## config.mk

```make
export PLATFORM = sky130hd
export DESIGN_NAME = g711_companding_codec
export DESIGN_NICKNAME = d
export VERILOG_FILES = /design/src/hw/rtl/g711cc_pkg.sv /design/src/hw/rtl/g711cc_datapath.sv /design/src/hw/rtl/g711_companding_codec.sv
export VERILOG_INCLUDE_DIRS = /design/src /design/src/hw/rtl
export SDC_FILE = /design/constraint.sdc
export NUM_CORES = 1
export LEC_CHECK = 0
export BUFFER_PORTS_ARGS = -buffer_cell sky130_fd_sc_hd__buf_2
export CAP_MARGIN = 10
export CORE_MARGIN = 3
export CORE_UTILIZATION = 43
export CTS_CLUSTER_DIAMETER = 80
export DETAILED_ROUTE_END_ITERATION = 6
export SLEW_MARGIN = 5
export SYNTH_ARGS = -nofsm -noshare
export SYNTH_HDL_FRONTEND = slang
export SYNTH_HIERARCHICAL = 1
export SYNTH_SLANG_ARGS = --single-unit
```

## constraint.sdc

```tcl
create_clock -name clock -period 7.2 [get_ports clock]
set_input_delay 1.44 -clock clock [delete_from_list [all_inputs] [get_ports clock]]
set_output_delay 1.44 -clock clock [all_outputs]
set_load 0.03 [all_outputs]
```

## src/hw/rtl/g711_companding_codec_defines.svh

```systemverilog
// ----------------------------------------------------------------------------
// G.711 companding codec assertion macros
// Shared concurrent assertion forms used by the codec RTL.
// ----------------------------------------------------------------------------
`ifndef G711_COMPANDING_CODEC_DEFINES_SVH
`define G711_COMPANDING_CODEC_DEFINES_SVH

// The consequent must hold in the same cycle as the antecedent.
`define G711CC_ASSERT_SAME(label, clk, rst, ante, cons) \
   label: assert property (@(posedge clk) disable iff (rst) (ante) |-> (cons)) \
      else $error("assertion failed");

// The consequent must hold in the cycle after the antecedent.
`define G711CC_ASSERT_NEXT(label, clk, rst, ante, cons) \
   label: assert property (@(posedge clk) disable iff (rst) (ante) |=> (cons)) \
      else $error("assertion failed");

`endif

```

## src/hw/rtl/g711cc_pkg.sv

```systemverilog
// ----------------------------------------------------------------------------
// G.711 codec package
// Types and constants shared by the codec datapath and the top level.
// ----------------------------------------------------------------------------
`default_nettype none

package g711cc_pkg;

   localparam int CsrIndexWidth = 2;

   localparam logic [CsrIndexWidth-1:0] CSR_LAW_SELECT = 2'd0;
   localparam logic [CsrIndexWidth-1:0] CSR_DIRECTION  = 2'd1;

   localparam logic LAW_MU = 1'b0;
   localparam logic LAW_A  = 1'b1;

   localparam logic DIR_ENCODE = 1'b0;
   localparam logic DIR_DECODE = 1'b1;

   localparam logic [15:0] MU_BIAS   = 16'd132;
   localparam logic [15:0] A_BIAS    = 16'd8;
   localparam logic [15:0] A_SEG_OFS = 16'h0108;
   localparam logic [15:0] PCM_MAX   = 16'h7FFF;
   localparam logic [6:0]  A_MASK    = 7'h55;

   typedef struct packed {
      logic law_select;
      logic direction;
   } cfg_type;

endpackage

`default_nettype wire

```

## src/hw/rtl/g711cc_datapath.sv

```systemverilog
// ----------------------------------------------------------------------------
// G.711 codec datapath
// Encodes a linear sample or decodes a code byte under mu-law or A-law.
// ----------------------------------------------------------------------------
`default_nettype none

module g711cc_datapath
   import g711cc_pkg::*;
(
   input  cfg_type            cfg,
   input  logic signed [15:0] pcm_sample,
   input  logic        [7:0]  code_byte,
   output logic        [7:0]  code_out,
   output logic signed [15:0] pcm_out
);

   logic        neg;
   logic [15:0] mag;
   logic [15:0] biased;
   logic [15:0] adj;
   logic [2:0]  enc_seg;
   logic [3:0]  shamt;
   logic [3:0]  mant;
   logic [7:0]  enc_code;
   logic [7:0]  dc;
   logic [2:0]  dec_seg;
   logic [15:0] base;
   logic [15:0] level;
   logic [15:0] dec_pcm;

   always_comb begin
      neg = pcm_sample[15];
      mag = neg ? (~pcm_sample + 16'd1) : pcm_sample;
      if (mag[15]) begin
         mag = PCM_MAX;
      end
      biased = mag + ((cfg.law_select == LAW_A) ? A_BIAS : MU_BIAS);
      adj = biased[15] ? PCM_MAX : biased;

      enc_seg = 3'd0;
      for (int i = 1; i < 8; i++) begin
         if (adj[7+i]) begin
            enc_seg = 3'(i);
         end
      end

      if (cfg.law_select == LAW_A && enc_seg == 3'd0) begin
         shamt = 4'd4;
      end else begin
         shamt = {1'b0, enc_seg} + 4'd3;
      end
      mant = 4'(adj >> shamt);

      if (cfg.law_select == LAW_A) begin
         enc_code = {~neg, {enc_seg, mant} ^ A_MASK};
      end else begin
         enc_code = ~{neg, enc_seg, mant};
      end
   end

   always_comb begin
      if (cfg.law_select == LAW_A) begin
         dc = code_byte ^ {1'b0, A_MASK};
      end else begin
         dc = ~code_byte;
      end
      dec_seg = dc[6:4];

      if (cfg.law_select == LAW_A) begin
         base = {8'd0, dc[3:0], 4'd0};
         if (dec_seg == 3'd0) begin
            level = base + A_BIAS;
         end else begin
            level = (base + A_SEG_OFS) << (dec_seg - 3'd1);
         end
         dec_pcm = dc[7] ? level : (~level + 16'd1);
      end else begin
         base = {9'd0, dc[3:0], 3'd0} + MU_BIAS;
         level = (base << dec_seg) - MU_BIAS;
         dec_pcm = dc[7] ? (~level + 16'd1) : level;
      end
   end

   always_comb begin
      if (cfg.direction == DIR_DECODE) begin
         code_out = 8'd0;
         pcm_out  = dec_pcm;
      end else begin
         code_out = enc_code;
         pcm_out  = 16'sd0;
      end
   end

endmodule

`default_nettype wire

```

## src/hw/rtl/g711_companding_codec.sv

```systemverilog
// ----------------------------------------------------------------------------
// G.711 companding codec
// An input register feeds the datapath and a result register holds its output;
// an accepted item's result is valid once it reaches the result register.
// Throughput: one item per cycle while rsp_ready is high; both stages stream.
// Reset: synchronous, clears both valid flags and selects mu-law encoding.
// ----------------------------------------------------------------------------
`default_nettype none

`include "g711_companding_codec_defines.svh"

module g711_companding_codec
   import g711cc_pkg::*;
(
   input  logic                     clock,
   input  logic                     reset,

   input  logic                     csr_valid,
   output logic                     csr_ready,
   input  logic [CsrIndexWidth-1:0] csr_index,
   input  logic                     csr_wdata,

   input  logic                     req_valid,
   output logic                     req_ready,
   input  logic signed [15:0]       req_pcm_sample,
   input  logic        [7:0]        req_code_byte,

   output logic                     rsp_valid,
   input  logic                     rsp_ready,
   output logic        [7:0]        rsp_code_out,
   output logic signed [15:0]       rsp_pcm_out
);

   cfg_type            cfg_ff, cfg_in;
   logic               s1_valid_ff, s1_valid_in;
   logic signed [15:0] s1_pcm_ff;
   logic        [7:0]  s1_code_ff;
   logic               rsp_valid_ff, rsp_valid_in;
   logic        [7:0]  rsp_code_out_ff;
   logic signed [15:0] rsp_pcm_out_ff;
   logic        [7:0]  dp_code_out;
   logic signed [15:0] dp_pcm_out;
   logic               s2_load;
   logic               req_take;

   assign csr_ready = 1'b1;

   always_comb begin
      cfg_in = cfg_ff;
      if (csr_valid) begin
         case (csr_index)
            CSR_LAW_SELECT: cfg_in.law_select = csr_wdata;
            CSR_DIRECTION:  cfg_in.direction  = csr_wdata;
            default:        cfg_in = cfg_ff;
         endcase
      end
   end

   assign s2_load   = s1_valid_ff && (!rsp_valid_ff || rsp_ready);
   assign req_ready = !s1_valid_ff || s2_load;
   assign req_take  = req_valid && req_ready;

   assign s1_valid_in  = req_take || (s1_valid_ff && !s2_load);
   assign rsp_valid_in = s2_load || (rsp_valid_ff && !rsp_ready);

   g711cc_datapath u_datapath (
      .cfg        (cfg_ff),
      .pcm_sample (s1_pcm_ff),
      .code_byte  (s1_code_ff),
      .code_out   (dp_code_out),
      .pcm_out    (dp_pcm_out)
   );

   always_ff @(posedge clock) begin
      if (reset) begin
         cfg_ff       <= '{law_select: LAW_MU, direction: DIR_ENCODE};
         s1_valid_ff  <= 1'b0;
         rsp_valid_ff <= 1'b0;
      end else begin
         cfg_ff       <= cfg_in;
         s1_valid_ff  <= s1_valid_in;
         rsp_valid_ff <= rsp_valid_in;
      end
   end

   always_ff @(posedge clock) begin
      if (req_take) begin
         s1_pcm_ff  <= req_pcm_sample;
         s1_code_ff <= req_code_byte;
      end
      if (s2_load) begin
         rsp_code_out_ff <= dp_code_out;
         rsp_pcm_out_ff  <= dp_pcm_out;
      end
   end

   assign rsp_valid    = rsp_valid_ff;
   assign rsp_code_out = rsp_code_out_ff;
   assign rsp_pcm_out  = rsp_pcm_out_ff;

   `G711CC_ASSERT_SAME(a_stall_only_when_full, clock, reset, !req_ready, s1_valid_ff && rsp_valid_ff && !rsp_ready)
   `G711CC_ASSERT_NEXT(a_accept_fills_input, clock, reset, req_valid && req_ready, s1_valid_ff)
   `G711CC_ASSERT_NEXT(a_advance_fills_result, clock, reset, s2_load, rsp_valid_ff)
   `G711CC_ASSERT_SAME(a_one_field_zero, clock, reset, rsp_valid_ff, rsp_code_out_ff == 8'd0 || rsp_pcm_out_ff == 16'sd0)

endmodule

`default_nettype wire
```

* Word-level counts from Yosys, hierarchy flattened
Index checks and enable logic that the tools add are counted.
** Operators by class
- Bitwise operators :: 8
- Shift operators :: 3
- Reductions and logical operators :: 18
- Eq/ne operators :: 1
- $add $sub $neg :: 10
- Mux-type cells :: 19
** Operator list (number)
- 16-bit 2-to-1 mux :: 6
- 16-bit by 1-bit adder with 16-bit output (second input constant) :: 3
- 16-bit inverter :: 3
- 16-bit by 3-bit << shifter with 16-bit output :: 2
- 15-bit 2-to-1 mux :: 2
- 8-bit 2-to-1 mux :: 3
- 3-bit 2-to-1 mux :: 6
- 16-bit adder :: 1
- 8-bit inverter :: 2
- 16-bit by 4-bit right shift with 4-bit output :: 1
- 16-bit by 8-bit subtractor with 16-bit output (second input constant) :: 1
- 8-bit by 9-bit adder with 10-bit output (second input constant) :: 1
- 7-bit by 8-bit adder with 9-bit output (second input constant) :: 1
- 8-bit by 4-bit adder with 9-bit output (second input constant) :: 1
- 4-bit inverter :: 2
- 3-bit zero test :: 2
- 1-bit logical AND :: 5
- 3-bit by 2-bit adder with 4-bit output (second input constant) :: 1
- 1-bit zero test :: 4
- 1-bit logical OR :: 4
- 4-bit 2-to-1 mux :: 1
- 2-bit AND reduction :: 2
- 3-bit by 1-bit subtractor with 3-bit output (second input constant) :: 1
- 2-bit by 1-bit == test with 1-bit output (second input constant) :: 1
- other kinds (3) :: 3
** Storage, ports and cells
- Bits in registers :: 52
- Word-level logic and storage cells :: 67

* Logic depth before layout (Yosys ltp)
- Depth after elaboration :: 19
- Depth in mapped cells :: 28

* Cells and area by module
Netlist, hierarchy kept.
** By module, submodules not included
- g711cc_datapath :: area each 3599.7 um2, times used 1, cells an instance 548
- g711_companding_codec :: area each 1647.8 um2, times used 1, cells an instance 69

* Worst setup path after synthesis
No wires, ideal clock.
- Path kind :: flip-flop to flip-flop
- Start point :: register s1_pcm_ff[3]
- End point :: register rsp_code_out_ff[3], in the netlist rsp_code_out[3], data pin
- Slack :: 1.235 ns
- Cell stages (with the launch flop) :: 27
- Period minus slack after synthesis :: 5.965 ns
- Path buffers :: 3
- Data arrival time :: 5.704 ns
- Cell sequence :: edfxtp_1 nor4_1 and3_1 nand3_1 clkbuf_1 nand2_1 ha_1 inv_1 fa_1 nor2b_1 nand2b_1 o221ai_1 and3_1 xor2_1 buf_2 nand2b_1 a211oi_1 nor2_1 ha_1 buf_1 nand2b_1 or4_4 nand2_1 mux2_2 nand3_1 a31oi_1 mux2i_1
** Between the ends
- Cells in the longest elaborated chain, start to end :: 19
** Ends and longest elaborated chain
- start, declared :: line g711_companding_codec.sv:36 : logic signed [15:0] s1_pcm_ff;
- start signal, assigned :: line g711_companding_codec.sv:88 : s1_pcm_ff <= req_pcm_sample;
- 16-bit inverter :: line g711cc_datapath.sv:33 : mag = neg ? (~pcm_sample + 16'd1) : pcm_sample;
- 16-bit by 1-bit adder with 16-bit output :: line g711cc_datapath.sv:33
- 16-bit 2-to-1 mux (*) :: line g711cc_datapath.sv:33
- 15-bit 2-to-1 mux (*) :: line g711cc_datapath.sv:34 : if (mag[15]) begin
- 16-bit adder (*) :: line g711cc_datapath.sv:37 : biased = mag + ((cfg.law_select == LAW_A) ? A_BIAS : MU_BIAS);
- 15-bit 2-to-1 mux (*) :: line g711cc_datapath.sv:38 : adj = biased[15] ? PCM_MAX : biased;
- parallel branches: the longest is 10 deep, another holds 3-bit by 2-bit adder with 4-bit output
- 16-bit by 4-bit right shift with 4-bit output (*) :: line g711cc_datapath.sv:52 : mant = 4'(adj >> shamt);
- 8-bit inverter :: line g711cc_datapath.sv:57 : enc_code = ~{neg, enc_seg, mant};
- 8-bit 2-to-1 mux (*) :: line g711cc_datapath.sv:54 : if (cfg.law_select == LAW_A) begin
- end signal, assigned :: line g711_companding_codec.sv:92 : rsp_code_out_ff <= dp_code_out;
- end, declared :: line g711_companding_codec.sv:39 : logic [7:0] rsp_code_out_ff;
Mark *: on every way between the ends.
A chain may end at the register's enable or synchronous reset.

* Worst setup path in the final report
- Start point :: register s1_pcm_ff[4]
- End point :: register rsp_code_out_ff[3], in the netlist rsp_code_out[3], data pin
Same word-level chain as after synthesis.

==> impl_summary.log <==
INFO  metric placement.io_buffers = 57
INFO  metric diode_insertion_count_for_antenna_repair = 0
INFO  metric final_cells = approximately 790
INFO  metric layout-area-overhead-vs-synth = 8.608%
INFO  metric overflow = 0
INFO  metric wl_met3 = 860 microns
INFO  metric place_inst = a little under 800
INFO  metric crit_path_max_incr_delay = between 0.5 and 0.6 ns
INFO  metric clkLatencyLatePin = between 0.2 and 0.3 ns
INFO  metric peakVddDrop = 0.1494 mV
INFO  metric r2r_start = s1_pcm_ff[4]
INFO  metric reg_clk_slew_reported_paths = 0.06 ns
INFO  metric floorplan.die.width = 116.5 microns
INFO  metric synth_top_area_share = between 20% and 30%
INFO  metric cts-hold-fix-buffers = 0
INFO  metric yosysTopAreaCell = sky130_fd_sc_hd__edfxtp_1
INFO  metric postCtsSetupBuffers = 0
INFO  metric max-cap-violations = 0
INFO  metric io_pins = a little under 60
INFO  metric clock.fmax = around 0.15 GHz
INFO  metric fin_tns_setup = 0 ns
INFO  metric post_route_cell_area = roughly 0.0057 sq mm
INFO  metric crit_path_max_fanout = 14
INFO  metric dr_wl_met2 = around 5500 microns
INFO  metric final_setup_violation_count = 0
INFO  metric tritoncts.num_buffers = 5
INFO  metric post-route-min-period = between 6 and 7 ns
INFO  metric asyncSetResetFlopFracSynth = 0%
INFO  metric slew_headroom = around 25%
INFO  metric cts_buffer_depth = 2
INFO  metric yosysWarningCount = 6
INFO  metric timing.rr.end = rsp_code_out[3]
INFO  metric seq_area_frac_synth = 28.99%
INFO  metric min_path_cells = 2
INFO  metric required = 7.33 ns
INFO  metric status = finished clean
INFO  metric grtUsageTotal = 19.40%
INFO  metric worstHoldPathType = reg -> reg
INFO  metric cts_sinks = 52
INFO  metric detail_route.iter0.violations = between 400 and 500
INFO  metric worst_path_dominant_cell_family = simple AND/OR/NAND/NOR gates
INFO  metric postPlaceCellArea = between 0.005 and 0.006 sq mm
INFO  metric full_die_area = 0.01357 sq mm
INFO  metric period_share = about nine tenths
INFO  metric grt_start_max_net_pins = 35
INFO  metric final-max-slew-violation-count = 0
INFO  metric timing.critical_path.to = rsp_code_out[3]
INFO  metric synthCells = 617
INFO  metric synthesis.area = between 0.005 and 0.006 sq mm
INFO  metric clock_skew = 0.004594 ns
INFO  metric grt_pass1_wl = approximately 21000 microns
INFO  metric grt_antenna_before_repair = 0
INFO  metric dr.pass1.iters = 5
INFO  metric total_leakage_power = about 0.0022 uW
INFO  metric cts_resized = 0
INFO  metric top_layer = met4
INFO  metric share_of_cells_above_drive_strength_1 = 16.74%
INFO  metric synth-edff-count = 48
INFO  metric dominantRegCellSynth = sky130_fd_sc_hd__edfxtp_1
INFO  metric drt-met1-wl = between 6000 and 7000 microns
INFO  metric synth.area.top_cells = sky130_fd_sc_hd__edfxtp_1 27%, sky130_fd_sc_hd__a21oi_1 4.2%, sky130_fd_sc_hd__nor2_1 4.1%, sky130_fd_sc_hd__mux2i_1 4.0%, sky130_fd_sc_hd__ha_1 3.8%
INFO  metric num_vias = about 4700
INFO  metric depth_of_the_critical_timing_path_with_buffers_and_inverters_included = 25
INFO  metric worst_setup_path_start_kind = flop
INFO  metric grt_pass1_vias = 4201
INFO  metric synth_area_per_cell = roughly 8.5 sq um
INFO  metric r2r_cells = 25
INFO  metric wl_per_cell = ~17 microns
INFO  metric rsz0062_at_grt = no
INFO  metric wirelength = between 10000 and 15000 microns
INFO  metric post_drt_via_cell_ratio = around 6.0
INFO  metric timing_worst_slew_pin_value = 1.131 ns
INFO  metric final-hold-violation-count = 0
INFO  metric finalNetCount = 693
INFO  metric critical_path_data_arrival_time = ~6.7 ns
INFO  metric gp_congestion = between 0.8 and 0.9
INFO  metric ys_seq_elements = 52
INFO  metric setup.worst_path.class = reg -> reg
INFO  metric power_density = 174.8 mW/mm^2
INFO  metric min_from = s1_valid_ff
INFO  metric worst_slack = about 0.64 ns
INFO  metric dp_hpwl = 10180 microns
INFO  metric initial_core_util = ~45%
INFO  metric cpMaxStageDelayCell = sky130_fd_sc_hd__edfxtp_1
INFO  metric detailedPlace.worstSlack = approximately 0.73 ns
INFO  metric cell_row_count = 39
INFO  metric die_height = about 120 microns
INFO  metric critical_path.startpoint = s1_pcm_ff[4]
INFO  metric timing.critical_path.buf_inv = 4
INFO  metric rrSetupSlack = approximately 0.64 ns
INFO  metric design.core.area = roughly 0.012 sq mm
INFO  metric post_synth_num_cell_types = 89
INFO  metric route.detailed.drc = 0
INFO  metric cts_root_buffer = sky130_fd_sc_hd__clkbuf_16
INFO  metric critical_path.endpoint_type = flop
INFO  metric cts.htree.levels = 2
INFO  metric tritoncts = yes
INFO  metric ant_nets = 0
==> cells in the mapped netlist, drive strengths merged (3+ instances only) <==
cell type,instances
and3,13
buf,15
a21boi,3
or2,5
or4,4
or3,6
o22ai,3
nand3,21
edfxtp,48
a211oi,10
nor2,57
nand3b,5
clkbuf,32
nor2b,11
nor4,9
o21ai,39
mux2,7
mux2i,21
nand4,6
xnor2,22
a221oi,3
o211ai,8
nand2b,12
nor3,12
o221ai,3
o211a,5
inv,22
a21o,3
dfxtp,4
a21oi,45
o21bai,4
nor3b,4
ha,16
a31o,3
o31ai,6
xor2,21
a31oi,11
and2,12
nor4b,3
o311ai,4
o31a,5
nand2,40
==> state kept, by name (all words and copies together), names as in the netlist <==
signal	flops
rsp_code_out	8
s1_valid_ff	1
cfg_ff	2
s1_code_ff	8
s1_pcm_ff	16
rsp_valid	1
rsp_pcm_out	16
==> report_power, final <==
part	internal (uW)	switching [uW]	total, uW
combinational	153	243	396
clock	128	95.0	223
sequential	353	23.8	377
total	634	362	996
==> placed cells by master (no fill, tap or decap), types with 12 or more instances in the layout <==
cell type,n
sky130_fd_sc_hd__nand2b_1,12
sky130_fd_sc_hd__and3_1,13
sky130_fd_sc_hd__buf_2,57
sky130_fd_sc_hd__a21oi_1,44
sky130_fd_sc_hd__xnor2_1,22
sky130_fd_sc_hd__o21ai_0,34
sky130_fd_sc_hd__nand2_1,40
sky130_fd_sc_hd__inv_1,21
sky130_fd_sc_hd__edfxtp_1,48
sky130_fd_sc_hd__nor2_1,57
sky130_fd_sc_hd__and2_1,12
sky130_fd_sc_hd__mux2i_1,21
sky130_fd_sc_hd__nand3_1,20
sky130_fd_sc_hd__xor2_1,21
sky130_fd_sc_hd__ha_1,16
==> layer usage <==
layer | global-route usage [%] | up-vias
met5 | 0 | -
met4 | 5.878 | 0
met3 | 3.316 | 23
met2 | 28.41 | 181
met1 | 29.11 | 2162
li1 | - | 2347
==> worst reg2reg max path, stage by stage, from the launching register on <==
cell and delay (ns):
sky130_fd_sc_hd__edfxtp_1 0.55, sky130_fd_sc_hd__nor4_1 0.51, sky130_fd_sc_hd__and3_1 0.26, sky130_fd_sc_hd__nand3_1 0.08, sky130_fd_sc_hd__buf_4 0.23, sky130_fd_sc_hd__nand2_1 0.08
sky130_fd_sc_hd__ha_1 0.15, sky130_fd_sc_hd__inv_1 0.05, sky130_fd_sc_hd__fa_1 0.46, sky130_fd_sc_hd__nor2b_1 0.23, sky130_fd_sc_hd__nand2b_1 0.10, sky130_fd_sc_hd__o221ai_1 0.42
sky130_fd_sc_hd__and3_1 0.25, sky130_fd_sc_hd__xor2_1 0.07, sky130_fd_sc_hd__buf_4 0.18, sky130_fd_sc_hd__o21ba_1 0.20, sky130_fd_sc_hd__or3_1 0.37, sky130_fd_sc_hd__inv_4 0.14
sky130_fd_sc_hd__ha_1 0.33, sky130_fd_sc_hd__nand2b_1 0.14, sky130_fd_sc_hd__or4_4 0.44, sky130_fd_sc_hd__nand2_1 0.35, sky130_fd_sc_hd__a22oi_1 0.14, sky130_fd_sc_hd__o31a_1 0.26
sky130_fd_sc_hd__a31oi_1 0.21, sky130_fd_sc_hd__mux2i_1 0.22
==> worst min-delay path by stage <==
stage,end,slack [ns]
floorplan,rsp_valid,0.46
global placement,rsp_valid,0.48
detailed placement,rsp_valid,0.49
CTS,rsp_valid,0.50
global route,rsp_valid,0.55
finish,rsp_valid,0.49
==> through the flow <==
step	hold slack (ns)	util (%)	total power, uW
floorplan	0.4625	-	685.0
global placement	0.4812	47.67	774.0
detailed placement	0.4901	47.67	772.1
CTS	0.5010	48.87	1000
global route	0.5493	48.87	1065
finish	0.4950	48.87	996.0
==> kinds of logic after synthesis <==
group,count (synthesis),synth area share [%]
and+or+nand+nor,228,23.53
AOI/OAI and AO/OA,176,23.63
buffers and inverters,69,5.889
DFF,52,28.99
xor gates and xnor gates,43,7.177
muxes,30,6.438
adders and majority gates,17,4.196
other,2,0.1431
==> layout make-up <==
class,instances,area (sq um)
multi-input cells,497,3421
inverters,22,85.08
flip-flops and latches,52,1521
clock inverters,2,11.26
repair buffers,66,352.8
fillers,1128,5963
well taps,143,178.9
clock buffers,6,128.9
(Power assumes the default switching activity.)
